### config.mk
export PLATFORM = sky130hd
export DESIGN_NAME = circular_fifo_queue
export DESIGN_NICKNAME = d
export VERILOG_FILES = /design/src/cfq_pkg.sv /design/src/cfq_cell.sv /design/src/circular_fifo_queue.sv
export SDC_FILE = /design/constraint.sdc
export NUM_CORES = 1
export LEC_CHECK = 0
export ABC_AREA = 1
export BUFFER_PORTS_ARGS = -buffer_cell sky130_fd_sc_hd__clkbuf_2
export CAP_MARGIN = 10
export CORE_UTILIZATION = 50
export CTS_CLUSTER_DIAMETER = 40
export CTS_CLUSTER_SIZE = 30
export DETAILED_ROUTE_END_ITERATION = 6
export PLACE_DENSITY = 0.72
export RECOVER_POWER = 25
export REMOVE_ABC_BUFFERS = 1
export SETUP_SLACK_MARGIN = 0.02
export SLEW_MARGIN = 15
export SYNTH_ARGS = -nofsm -noshare
export SYNTH_HDL_FRONTEND = slang
export SYNTH_SLANG_ARGS = --single-unit
### constraint.sdc
create_clock -name clk -period 5.3 [get_ports clk]
set_input_delay 1.06 -clock clk [delete_from_list [all_inputs] [get_ports clk]]
set_output_delay 1.06 -clock clk [all_outputs]
set_load 0.05 [all_outputs]
### src/cfq_pkg.sv
// shared types and constants for the circular fifo queue
package cfq_pkg;

  localparam int DataW      = 32;
  localparam int CountW     = 5;
  localparam int FuncW      = 2;
  localparam int StatusW    = 2;
  localparam int DepthDflt  = 16;
  localparam int CapResetRaw = 16;

  typedef enum logic [FuncW-1:0] {
    FUNC_ENQ   = 2'd0,
    FUNC_DEQ   = 2'd1,
    FUNC_PEEK  = 2'd2,
    FUNC_CLEAR = 2'd3
  } func_t;

  typedef enum logic [StatusW-1:0] {
    STATUS_OK    = 2'd0,
    STATUS_OVER  = 2'd1,
    STATUS_UNDER = 2'd2
  } status_t;

  // control broadcast to every cell of the chain
  typedef struct packed {
    logic                     shift;
    logic                     enq;
    logic [CountW-1:0]        count;
    logic signed [DataW-1:0]  value;
  } cell_ctrl_t;

endpackage

### src/cfq_cell.sv
// one storage cell of the shifting queue chain
module cfq_cell #(
  parameter int Idx = 0
) (
  input  logic                               clk,
  input  cfq_pkg::cell_ctrl_t                ctrl,
  input  logic signed [cfq_pkg::DataW-1:0]   right_data,
  output logic signed [cfq_pkg::DataW-1:0]   cell_data
);

  // cells beyond the largest count can never be the tail
  localparam bit Reachable = Idx < ((2 ** cfq_pkg::CountW) - 1);
  localparam logic [cfq_pkg::CountW-1:0] IdxW = cfq_pkg::CountW'(Idx);

  logic load;

  assign load = Reachable && ctrl.enq && (ctrl.count == IdxW);

  always_ff @(posedge clk) begin
    if (ctrl.shift) begin
      cell_data <= right_data;
    end else if (load) begin
      cell_data <= ctrl.value;
    end
  end

endmodule

### src/circular_fifo_queue.sv
// top level of the circular fifo queue built as a shifting cell chain
//
// command port: an operation is taken on a clock edge with start high and busy
// low; func picks enqueue, dequeue, peek or clear, value carries the word to
// enqueue. busy never rises, so a new beat can be issued in every cycle.
// every beat gives exactly one result beat: done is high for one cycle, in the
// cycle after the accepting edge, with data, status, count, empty_res and
// full_res valid in that cycle. the receiver cannot stall; it must sample then.
// storage is a row of DEPTH cells: the head sits in cell 0, an enqueue lands in
// the cell indexed by the entry count, a dequeue shifts every cell one step
// toward the head in the same cycle. the cell update plus the count increment
// and compare all complete at the accepting edge and set the one-beat-per-cycle
// throughput.
// capacity is written through cfg_we / cfg_data; zero acts as one and values
// above DEPTH act as DEPTH. a write empties the queue.
// reset (synchronous, active high) empties the queue, sets capacity to 16
// (clamped to DEPTH) and drops done; cell contents are not cleared.
module circular_fifo_queue #(
  parameter int DEPTH = cfq_pkg::DepthDflt
) (
  input  logic                                  clk,
  input  logic                                  rst,
  input  logic                                  start,
  output logic                                  busy,
  input  logic [cfq_pkg::FuncW-1:0]             func,
  input  logic signed [cfq_pkg::DataW-1:0]      value,
  input  logic                                  cfg_we,
  input  logic [cfq_pkg::CountW-1:0]            cfg_data,
  output logic                                  done,
  output logic signed [cfq_pkg::DataW-1:0]      data,
  output logic [cfq_pkg::StatusW-1:0]           status,
  output logic [cfq_pkg::CountW-1:0]            count,
  output logic                                  empty_res,
  output logic                                  full_res
);

  localparam int CountW   = cfq_pkg::CountW;
  localparam int DataW    = cfq_pkg::DataW;
  // largest usable capacity: the store depth or the register range
  localparam int CapLimit = (DEPTH < ((2 ** CountW) - 1)) ? DEPTH : ((2 ** CountW) - 1);
  localparam logic [CountW-1:0] CapLimitW = CountW'(CapLimit);
  localparam logic [CountW-1:0] CapResetW =
    (cfq_pkg::CapResetRaw > CapLimit) ? CapLimitW : CountW'(cfq_pkg::CapResetRaw);
  localparam logic [CountW-1:0] CountOne  = CountW'(1);

  // control state
  logic [CountW-1:0] entry_count;
  logic [CountW-1:0] entry_count_next;
  logic [CountW-1:0] cap_eff;
  logic [CountW-1:0] cap_wr;

  // result beat
  logic signed [DataW-1:0]        data_next;
  logic [cfq_pkg::StatusW-1:0]    status_next;

  logic is_full;
  logic is_empty;
  logic accept;

  cfq_pkg::cell_ctrl_t ctrl;

  logic signed [DataW-1:0] cell_data [DEPTH];

  assign busy     = 1'b0;
  assign accept   = start && !busy;
  assign is_full  = (entry_count == cap_eff);
  assign is_empty = (entry_count == '0);

  // clamp a written capacity into one .. CapLimit
  always_comb begin
    if (cfg_data == '0) begin
      cap_wr = CountOne;
    end else if (cfg_data > CapLimitW) begin
      cap_wr = CapLimitW;
    end else begin
      cap_wr = cfg_data;
    end
  end

  // operation decode
  always_comb begin
    entry_count_next = entry_count;
    data_next        = '0;
    status_next      = cfq_pkg::STATUS_OK;
    ctrl.shift       = 1'b0;
    ctrl.enq         = 1'b0;
    ctrl.count       = entry_count;
    ctrl.value       = value;
    if (accept) begin
      unique case (cfq_pkg::func_t'(func))
        cfq_pkg::FUNC_ENQ: begin
          if (is_full) begin
            status_next = cfq_pkg::STATUS_OVER;
          end else begin
            ctrl.enq         = 1'b1;
            entry_count_next = entry_count + CountOne;
          end
        end
        cfq_pkg::FUNC_DEQ: begin
          if (is_empty) begin
            status_next = cfq_pkg::STATUS_UNDER;
          end else begin
            data_next        = cell_data[0];
            ctrl.shift       = 1'b1;
            entry_count_next = entry_count - CountOne;
          end
        end
        cfq_pkg::FUNC_PEEK: begin
          if (is_empty) begin
            status_next = cfq_pkg::STATUS_UNDER;
          end else begin
            data_next = cell_data[0];
          end
        end
        cfq_pkg::FUNC_CLEAR: begin
          entry_count_next = '0;
        end
      endcase
    end
  end

  // cell chain: each cell takes its right neighbor on a shift
  for (genvar i = 0; i < DEPTH; i++) begin : g_cell
    logic signed [DataW-1:0] right_data;
    if (i == DEPTH - 1) begin : g_tail
      assign right_data = '0;
    end else begin : g_mid
      assign right_data = cell_data[i+1];
    end
    cfq_cell #(
      .Idx (i)
    ) u_cell (
      .clk        (clk),
      .ctrl       (ctrl),
      .right_data (right_data),
      .cell_data  (cell_data[i])
    );
  end

  // count, capacity and strobe
  always_ff @(posedge clk) begin
    if (rst) begin
      entry_count <= '0;
      cap_eff     <= CapResetW;
      done        <= 1'b0;
    end else begin
      done <= accept;
      if (cfg_we) begin
        // a capacity write empties the queue
        cap_eff     <= cap_wr;
        entry_count <= '0;
      end else begin
        entry_count <= entry_count_next;
      end
    end
  end

  // result payload, valid while done is high
  always_ff @(posedge clk) begin
    data      <= data_next;
    status    <= status_next;
    count     <= entry_count_next;
    empty_res <= (entry_count_next == '0);
    full_res  <= (entry_count_next == cap_eff);
  end

endmodule

Yosys cells after proc, flatten, opt, wreduce, memory -nomap -nowiden
Index checks and enable logic that the tools add are counted.
{ "totals": {"register_bits": 564, "in_bits": 43, "out_inout_bits": 43, "wordCells": 131} }
{ "classes": {"addsub": 2, "order_cmp": 1, "eq_ne": 20, "muxes": 44, "bitwise_logic": 2, "reduce_logical": 38} }
{ "op_table": {"columns": ["operator", "count"], "rows": [
  ["two-way mux 32 bit", 30],
  ["equality test 5 x 4 -> 1 bit, second input constant", 8],
  ["nonzero test 2 bit", 15],
  ["two-way mux 5 bit", 5],
  ["equality test 5 x 3 -> 1 bit, second input constant", 4],
  ["logical AND 1 bit", 16],
  ["logical NOT 5 bit", 3],
  ["one-hot mux 5 bit (3 select lines)", 1],
  ["equality test 5 x 2 -> 1 bit, second input constant", 2],
  ["equality test 5 bit", 2],
  ["adder 5 x 1 -> 5 bit, second input constant", 1],
  ["equality test 5 x 1 -> 1 bit, second input constant", 1],
  ["> comparator 5 bit, second input constant", 1],
  ["two-way mux 1 bit", 5],
  ["subtractor 5 x 1 -> 5 bit, second input constant", 1],
  ["equality test 2 bit, second input constant", 2],
  ["two-way mux 2 bit", 2],
  ["one-hot mux 2 bit (2 select lines)", 1],
  ["OR reduction 2 bit", 2],
  ["OR reduction 3 bit", 1],
  ["equality test 2 x 1 -> 1 bit, second input constant", 1],
  ["logical NOT 2 bit", 1],
  ["NOT 1 bit", 2]
]} }

Depth between registers and ports, before layout
Gate-level depths: netlist of the first run.
{ "logic_depth": {"depth_word": 7, "ltp_mapped": 16, "depth_no_buf": 15} }

Modules after synthesis
A second synthesis of the first run with hierarchy kept.
{ "unflattened": {"cells_unflattened": 2562, "hier_area_um2": 25782.2} }
{ "by_module_without_submodules": {"columns": ["mod", "instances", "cells_each", "area_per_inst_um2", "seq_area_each_um2"], "rows": [
  ["cfq_cell (g_cell[10].u_cell ...)", 10, 143, 1477.7, 960.9],
  ["cfq_cell (g_cell[0].u_cell ...)", 3, 142, 1473.9, 960.9],
  ["cfq_cell (g_cell[13].u_cell ...)", 2, 144, 1481.4, 960.9],
  ["circular_fifo_queue", 1, 275, 2144.6, 1041.0],
  ["cfq_cell (g_cell[15].u_cell)", 1, 143, 1476.4, 960.9]
]} }

Worst setup path after synthesis of the first run
OpenSTA, ideal clock, no wires.
{ "synth_path": {"path_type": "input-to-reg", "start": "in func[0] (netlist name)", "end": "reg g_cell[10].u_cell.cell_data[0] (netlist name) (enable)", "setup_time_ns": 0.466, "arrival_ns": 4.020, "t_required_ns": 4.834, "path_slack_ns": 0.814, "path_stages": 6, "n_path_buf": 0, "cell_sequence": "inv_1 -> ha_1 -> nand3_2 -> inv_2 -> nand3_1 -> o21ai_0"} }
{ "synth_via": {"elab_chain_cells": 5, "word_cells_on_any_way": 7, "cone_classes": "eq/ne: 1; mux: 3; reduce/logical: 3"} }
{ "synth_rtl": {"columns": ["item", "line", "rtl"], "rows": [
  ["start, declared", "circular_fifo_queue.sv:25", "input logic [cfq_pkg::FuncW-1:0] func,"],
  ["logical NOT 2 bit", "circular_fifo_queue.sv:90", "unique case (cfq_pkg::func_t'(func))"],
  ["two-way mux 1 bit", "circular_fifo_queue.sv:90", null],
  ["two-way mux 2 bit (*)", "circular_fifo_queue.sv:89", "if (accept) begin"],
  ["logical AND 1 bit", "cfq_cell.sv:17", "assign load = Reachable && ctrl.enq && (ctrl.count == IdxW);"],
  ["nonzero test 2 bit (no line) (*)", null, null],
  ["end signal, assigned", "cfq_cell.sv:21", "cell_data <= right_data;"],
  ["end signal, assigned", "cfq_cell.sv:23", "cell_data <= ctrl.value;"],
  ["end, declared", "cfq_cell.sv:8", "output logic signed [cfq_pkg::DataW-1:0] cell_data"]
]} }
Mark *: on every way between the ends. The rest lies on a longest branch, timed or not.
A chain may end at the register's enable or synchronous reset.

Worst setup path after layout of the first run
{ "layout_path": {"start": "reg entry_count[0]", "end": "reg g_cell[5].u_cell.cell_data[8] (netlist name) (enable)"} }
{ "layout_via": {"elab_chain_cells": 6, "word_cells_on_any_way": 10, "cone_classes": "eq/ne: 2; mux: 5; reduce/logical: 3"} }
{ "layout_rtl": {"columns": ["item", "line", "rtl"], "rows": [
  ["start, declared", "circular_fifo_queue.sv:47", "logic [CountW-1:0] entry_count;"],
  ["start signal, assigned", "circular_fifo_queue.sv:153", "entry_count <= entry_count_next;"],
  ["equality test 5 bit", "circular_fifo_queue.sv:66", "assign is_full = (entry_count == cap_eff);"],
  ["two-way mux 1 bit", "circular_fifo_queue.sv:92", "if (is_full) begin"],
  ["two-way mux 1 bit", "circular_fifo_queue.sv:90", null],
  ["two-way mux 2 bit", "circular_fifo_queue.sv:89", null],
  ["logical AND 1 bit", "cfq_cell.sv:17", null],
  ["nonzero test 2 bit (no line) (*)", null, null],
  ["end signal, assigned", "cfq_cell.sv:21", null],
  ["end signal, assigned", "cfq_cell.sv:23", null],
  ["end, declared", "cfq_cell.sv:8", null]
]} }
Marked as above.

==> qor.yml, run 1 <==
power_and_ir_drop:
  p_int_mw: 7.92
  power.switching_mw: 2.34
  swShare_pct: 22.8
  power_density_nw_per_um2: 408
  p_comb_share_pct: 3.0
  seqPwrFrac_pct: 47.9
  clockPowerShare_pct: 49.1
  p_leak_nw: 9.78
  ir_drop_uv: 290
setup_path:
  timing.critical_path.cells: "inv_1 > ha_1 > nand2_1 > nor2_1 > nor2_1 > clkinvlp_2 > nor2_1 > inv_4 > o21ai_1 > buf_16"
  worstPathArrival_ns: 4.61
  cp_top_family: "compound AO/OA/AOI/OAI gates"
  critPathLaunchType: "flop"
  slowest_stage: "o21ai_1"
  crit_fanout: 62
  crit_path_max_incr_delay_ns: 1.35
  worstSetupEndpointType: "flop"
  rr_worst_depth: 10
  reg2reg_from: "entry_count[0]"
  crit_type: "reg -> reg"
  path_buf_inv: 4
  required_ns: 5.59
  rrSetupSlack_ns: 0.98
  worstReg2RegEnd: "g_cell[5].u_cell.cell_data[8]"
  crit_path_frequent_cell: "nor2_1"
synthesis:
  synth.most_common_cell: "nand2_1"
  yosysSeqAreaShare_pct: 73.6
  yosys.cell_types.count: 33
  synth_area_leaders: "edfxtp_1, nand2_1, dfxtp_1"
  synthMuxAreaShare_pct: 0
  synth-simple-area-share_pct: 18.8
  netlist_instances: 1960
  synth-seq-cells: 564
  synthAdderAreaFrac_pct: 0.572
  synthTopCellsByCount: "nand2_1, edfxtp_1, inv_1"
  synth.top_cell.area_share_pct: 65.9
  yosys.area.top_type: "edfxtp_1"
  synth_compound_area_share_pct: 2.86
  synthFlopType: "edfxtp_1"
  ys_async_sr_fraction_pct: 0
  synthXorXnorAreaFrac_pct: 0.160
  synth_edf_count: 480
  syn_area_sq_um: 21900
  avgSynthCellArea_sq_um: 11.2
  synth_top_family_by_area: "simple AND/OR/NAND/NOR gates"
  yosysWarnings: 0
drt:
  wl_per_cell_um: 16.5
  viasPerCell: 5.14
  totalWireLength_um: 44300
  antenna_left: 0
  drt_iter0_markers: 1155
  drc: 0
  dr_total_vias: 13800
  drt-pass1-iter-count: 5
min_path:
  whs_path_depth: 2
  min_path_type: "reg -> reg"
  min_to: "g_cell[15].u_cell.cell_data[10]"
  min_from: "g_cell[15].u_cell.cell_data[10]"
die:
  coreArea_sq_um: 43100
  num_rows: 76
  die_w_um: 211
  dieArea_sq_um: 44600
  die_h_um: 211
  initial_core_util_pct: 50.8
  io-pin-count: 86
global_route:
  grt_start_max_net_pins: 275
  antenna_found_initial: 0
  grt_first_pass_wirelength_um: 71200
  track_usage_pct: 20.5
  grt_overflow: 0
  grt_pass1_vias: 13500
cells_and_area:
  area_growth_pct: 15.1
  drive_gt1_share_pct: 9.89
  n_antenna_cell: 0
  seq_area_sq_um: 16100
  multi_input_area_sq_um: 4930
  fin_util_pct: 58.5
  finish.net_count: 2088
  n_fill_cell: 3424
clocking:
  cts_buffer_depth: 3
  cts_hold_buffers: 0
  cts_resized: 0
  clockRootBuffer: "clkbuf_16"
  htreeDepth: 3
  cts.sinks: 564
  clk_latency_ns: 0.59
  tritoncts: "built"
  postCtsSetupRepairBufs: 0
  cts_buffers: 73
  cts.clk_slew.worst_paths_ns: 0.06
timing:
  tightest_slew_ns: 2.38
  rsz0062_at_grt: "no"
  relSlewSlack_pct: -60.0
  period_share_pct: 81.4
  drv_slew: 93
  fin_crit_ns: 4.32
  finalSetupViolCount: 0
  hold_viol: 0
  fin_skew_ns: 0.0271
  timing.fmax_ghz: 0.232
  setup_slack_ns: 0.984
status:
  violations: "max-capacitance violations, max-slew violations"
  status: "complete, but fails checks"
placed_design:
  preCtsSetupSlack_ns: 1.35
  gp_congestion: 0.807
  io_buffers: 84
  place_hpwl_um: 24300
job:
  cap_viol_max_count: 5
[worst register-to-register path: stages (launching register included)]
cell and delay, ns:
dfxtp_1 0.50, inv_1 0.15, ha_1 0.22, nand2_1 0.20, nor2_1 0.13, nor2_1 0.32
clkinvlp_2 0.18, nor2_1 0.35, inv_4 0.37, o21ai_1 1.36, buf_16 0.23
[cell families (layout without fill, tap and decap cells)]
group | Yosys count | after routing
AOI/OAI and AO/OA | 122 | 122
xor gates and xnor gates | 4 | 4
adders and majority gates | 10 | 10
buffers and inverters | 203 | 336
DFF | 564 | 564
other | 1 | 1
and+or+nand+nor | 1056 | 1056
[metrics by stage]
step                      instances  hold WS (ns)  setup TNS, ns  area, sq um  total power, mW
after CTS                      2677         0.451              0        25400             10.3
after detailed placement       2544         0.440              0        22900             5.32
after global routing           2678         0.469              0        25200             10.6
final                          2678         0.453              0        25200             10.3
after global placement         2544         0.435              0        22900             5.30
after floorplan                1856         0.427       -2037.63        21400             5.21
[registers in the layout (all words and copies together) (netlist names)]
register and count:
g_cell.u_cell.cell_data 512, status 2, cap_eff 5, entry_count 5, count 5, done 1, data 32, empty_res 1
full_res 1
[how the worst max path moves through the flow]
stage | from | slack (ns) | depth (start not counted) | end
5_1_grt | entry_count[0] | 0.72 | 10 | g_cell[5].u_cell.cell_data[3]
3_5_place_dp | func[0] | 1.35 | 8 | g_cell[2].u_cell.cell_data[12]
2_1_floorplan | func[1] | -2.69 | 8 | g_cell[0].u_cell.cell_data[0]
4_1_cts | entry_count[0] | 1.74 | 11 | g_cell[6].u_cell.cell_data[24]
6_report | entry_count[0] | 0.98 | 10 | g_cell[5].u_cell.cell_data[8]
3_3_place_gp | func[0] | 1.49 | 8 | g_cell[1].u_cell.cell_data[2]
[area by class of cell]
cell class | count | share of cell area (%)
Sequential cell | 564 | 63.9
Clock buffer | 80 | 7.64
Multi-Input combinational cell | 1193 | 19.6
Timing Repair Buffer | 104 | 2.13
Inverter | 99 | 1.49
Clock inverter | 53 | 2.38
Tap cell | 585 | 2.91
[power by group through the flow]
stage,clock (mW),combinational [mW],sequential [mW]
after global placement,0,0.298,5.01
after floorplan,0,0.196,5.02
after detailed placement,0,0.315,5.01
after CTS,5.10,0.321,4.91
final,5.04,0.310,4.91
after global routing,5.28,0.357,4.92
[layout by cell type (no fill, tap or decap), types with 5 or more instances in the layout]
master,count
nand2_1,978
edfxtp_1,480
inv_1,92
dfxtp_1,84
clkbuf_16,74
nor2_1,51
o21ai_0,49
clkbuf_1,48
clkbuf_2,40
a21oi_1,35
o21ai_1,21
inv_6,19
nand3_1,18
buf_4,15
ha_1,10
o21ai_4,8
inv_8,8
clkinv_8,6
clkinv_4,5
clkbuf_8,5
[layer usage]
layer / wire, um / GRT usage, %
met1: 19500 / 28.7
met2: 20700 / 32.4
met3: 3140 / 3.98
met4: 951 / 6.87
met5: 0 / 0
Power figures use the tool's default switching activity.
==> run 2: changes to the inputs <==
==> constraint.sdc (replaced) <==
create_clock -name clk -period 4.13 [get_ports clk]
set_input_delay 0.826 -clock clk [delete_from_list [all_inputs] [get_ports clk]]
set_output_delay 0.826 -clock clk [all_outputs]
set_load 0.05 [all_outputs]
==> run 2 against run 1 <==
Compared with the run above:
- the run still ends with max-capacitance violations, max-slew violations left
- design area is 0.47% lower
- total power is 24% higher
- largest power group is now registers
- sequential share of layout area is 0.30 points higher
- flip-flop and latch count stayed put
- hold slack worse by 0.0064 ns
- die area stayed put
- core utilization is 0.28 points lower
- global-route usage is 0.14 points lower
- non-clock buffer count is 6 higher
- sequential power is 28% higher
- final cell count is 0.19% lower
- largest cell class unchanged
==> qor.yml, run 2 (synthesis gave the netlist of run 1 again) <==
status:
  status: "complete, but fails checks"
  violations: "max-capacitance violations, max-slew violations"
global_route:
  grt_pass1_vias: 13400  # -0.47%
  grt_overflow: 0  # unchanged
  antenna_found_initial: 0  # unchanged
  grt_start_max_net_pins: 175  # -36%
  grt_first_pass_wirelength_um: 70600  # -0.88%
  track_usage_pct: 20.4  # -0.14 points
setup_path:
  crit_path_frequent_cell: "inv_4"
  crit_type: "reg -> reg"
  critPathLaunchType: "flop"
  required_ns: 4.44  # -1.15 ns
  crit_fanout: 32  # -48%
  crit_path_max_incr_delay_ns: 0.72  # -0.63 ns
  worstSetupEndpointType: "flop"
  timing.critical_path.cells: "inv_1 > ha_1 > nand2_1 > nor2_1 > nor2_4 > inv_4 > nor2_8 > inv_4 > clkbuf_1 > o21ai_2 > buf_12"
  slowest_stage: "clkbuf_1"
  worstPathArrival_ns: 3.86  # -0.75 ns
placed_design:
  place_hpwl_um: 25700  # +5.9%
  preCtsSetupSlack_ns: 0.669  # -0.685 ns
  io_buffers: 84  # unchanged
  gp_congestion: 0.831  # +2.9%
clocking:
  clk_latency_ns: 0.58  # about the same
  htreeDepth: 3  # unchanged
  clockRootBuffer: "clkbuf_16"
  cts_hold_buffers: 0  # unchanged
  cts_resized: 0  # unchanged
  cts_buffers: 66  # -9.6%
  cts.clk_slew.worst_paths_ns: 0.06  # about the same
  postCtsSetupRepairBufs: 0  # unchanged
  tritoncts: "built"
  cts_buffer_depth: 3  # unchanged
  cts.sinks: 564  # unchanged
drt:
  drt_iter0_markers: 1285  # +11%
  wl_per_cell_um: 16.5  # -0.24%
  wl_met2_um: 20700  # +0.41%
  drt-pass1-iter-count: 5  # unchanged
  viasPerCell: 5.12  # -0.45%
  drc: 0  # unchanged
  totalWireLength_um: 44100  # -0.43%
  route.met3.wl_um: 3570  # +14%
  top_layer: "met4"
  dr_total_vias: 13700  # -0.63%
  met1_length_um: 18800  # -3.7%
  antenna_left: 0  # unchanged
power_and_ir_drop:
  p_leak_nw: 9.71  # -0.71%
  power_density_nw_per_um2: 507  # +24%
  ir_drop_uv: 342  # +18%
cells_and_area:
  mostFrequentLayoutCell: "nand2_1"
  area_growth_pct: 14.6
  largest_reg_flops: 512  # unchanged
  finish.net_count: 2087  # -0.048%
  drive_gt1_share_pct: 9.53  # -0.36 points
  n_antenna_cell: 0  # unchanged
  top_regs: "g_cell.u_cell.cell_data: 512 flops, data: 32 flops"
  layout_common_cells: "nand2_1, edfxtp_1, inv_1"
  top_register: "g_cell.u_cell.cell_data"
  n_fill_cell: 3395  # -0.85%
die:
  die_w_um: 211  # unchanged
  num_rows: 76  # unchanged
  coreArea_sq_um: 43100  # unchanged
  die_h_um: 211  # unchanged
  dieArea_sq_um: 44600  # unchanged
  io-pin-count: 86  # unchanged
  initial_core_util_pct: 50.8  # unchanged
timing:
  relSlewSlack_pct: -23.2  # +37 points
  drv_slew: 33  # -65%
  fin_skew_ns: 0.0398  # +0.0128 ns
  rsz0062_at_grt: "no"
  fin_setup_tns_ns: 0  # unchanged
  fin_crit_ns: 3.54  # -0.772 ns
  finalSetupViolCount: 0  # unchanged
  tightest_slew_ns: 1.84  # -0.541 ns
  timing.fmax_ghz: 0.282  # +22%
  hold_viol: 0  # unchanged
  setup_slack_ns: 0.586  # -0.398 ns
  period_share_pct: 85.8  # +4.4 points
job:
  cap_viol_max_count: 1  # -4
min_path:
  min_path_type: "reg -> reg"
run 2: cell count changes in the layout (fill, tap and decap cells not counted), sizes merged:
cell	before	now
clkinvlp	4	3
bufinv	4	6
clkbuf	167	162
buf	17	21
inv	126	116
clkinv	18	23
run 2: critical path: cells and delay by family (launching register included):
family	cells	cell delay [ns]
adder cells (fa/ha/maj)	1	0.16
AND/OR/NAND/NOR	4	0.64
buffers and inverters	5	1.59
flip-flops	1	0.38
AO/OA/AOI/OAI	1	0.49
run 2: where the power goes:
group          total [mW]  internal (mW)  switching, mW  leakage [nW]
logic               0.410          0.112          0.298          3.58
clock network        6.00           3.50           2.50          1.12
registers            6.30           6.28         0.0268          5.01
total                12.7           9.89           2.83          9.71
run 2: area by class of cell:
| class | count | area [sq um] | area share [%] |
|---|---|---|---|
| clock inverters | 49 | 592 | 2.36 |
| well taps | 585 | 732 | 2.92 |
| flip-flops and latches | 564 | 16100 | 64.2 |
| repair buffers | 110 | 621 | 2.48 |
| inverters | 99 | 377 | 1.50 |
| multi-input cells | 1193 | 4950 | 19.7 |
| clock buffers | 73 | 1710 | 6.82 |
run 2: stage by stage:
step | instances | cell area (sq um) | hold WS (ns) | util, % | power, mW
2_1_floorplan | 1856 | 21400 | 0.427 | - | 6.69
3_3_place_gp | 2551 | 23000 | 0.434 | 53.3 | 6.82
3_5_place_dp | 2551 | 23000 | 0.441 | 53.3 | 6.85
4_1_cts | 2673 | 25300 | 0.409 | 58.7 | 12.8
5_1_grt | 2673 | 25100 | 0.466 | 58.2 | 13.1
6_report | 2673 | 25100 | 0.446 | 58.2 | 12.7
run 2: final timing paths:
check / from / to / cells past startpoint / slack [ns]
max: entry_count[0] / g_cell[13].u_cell.cell_data[30] / 11 / 0.59
min: g_cell[15].u_cell.cell_data[21] / g_cell[15].u_cell.cell_data[21] / 2 / 0.45
max reg2reg: entry_count[0] / g_cell[13].u_cell.cell_data[30] / 11 / 0.59
min reg2reg: g_cell[15].u_cell.cell_data[21] / g_cell[15].u_cell.cell_data[21] / 2 / 0.45
run 2: metal layers:
metal	vias up	track usage [%]
li1	6570	-
met1	6575	27.6
met2	468	32.7
met5	-	0
met3	66	4.64
met4	0	6.72
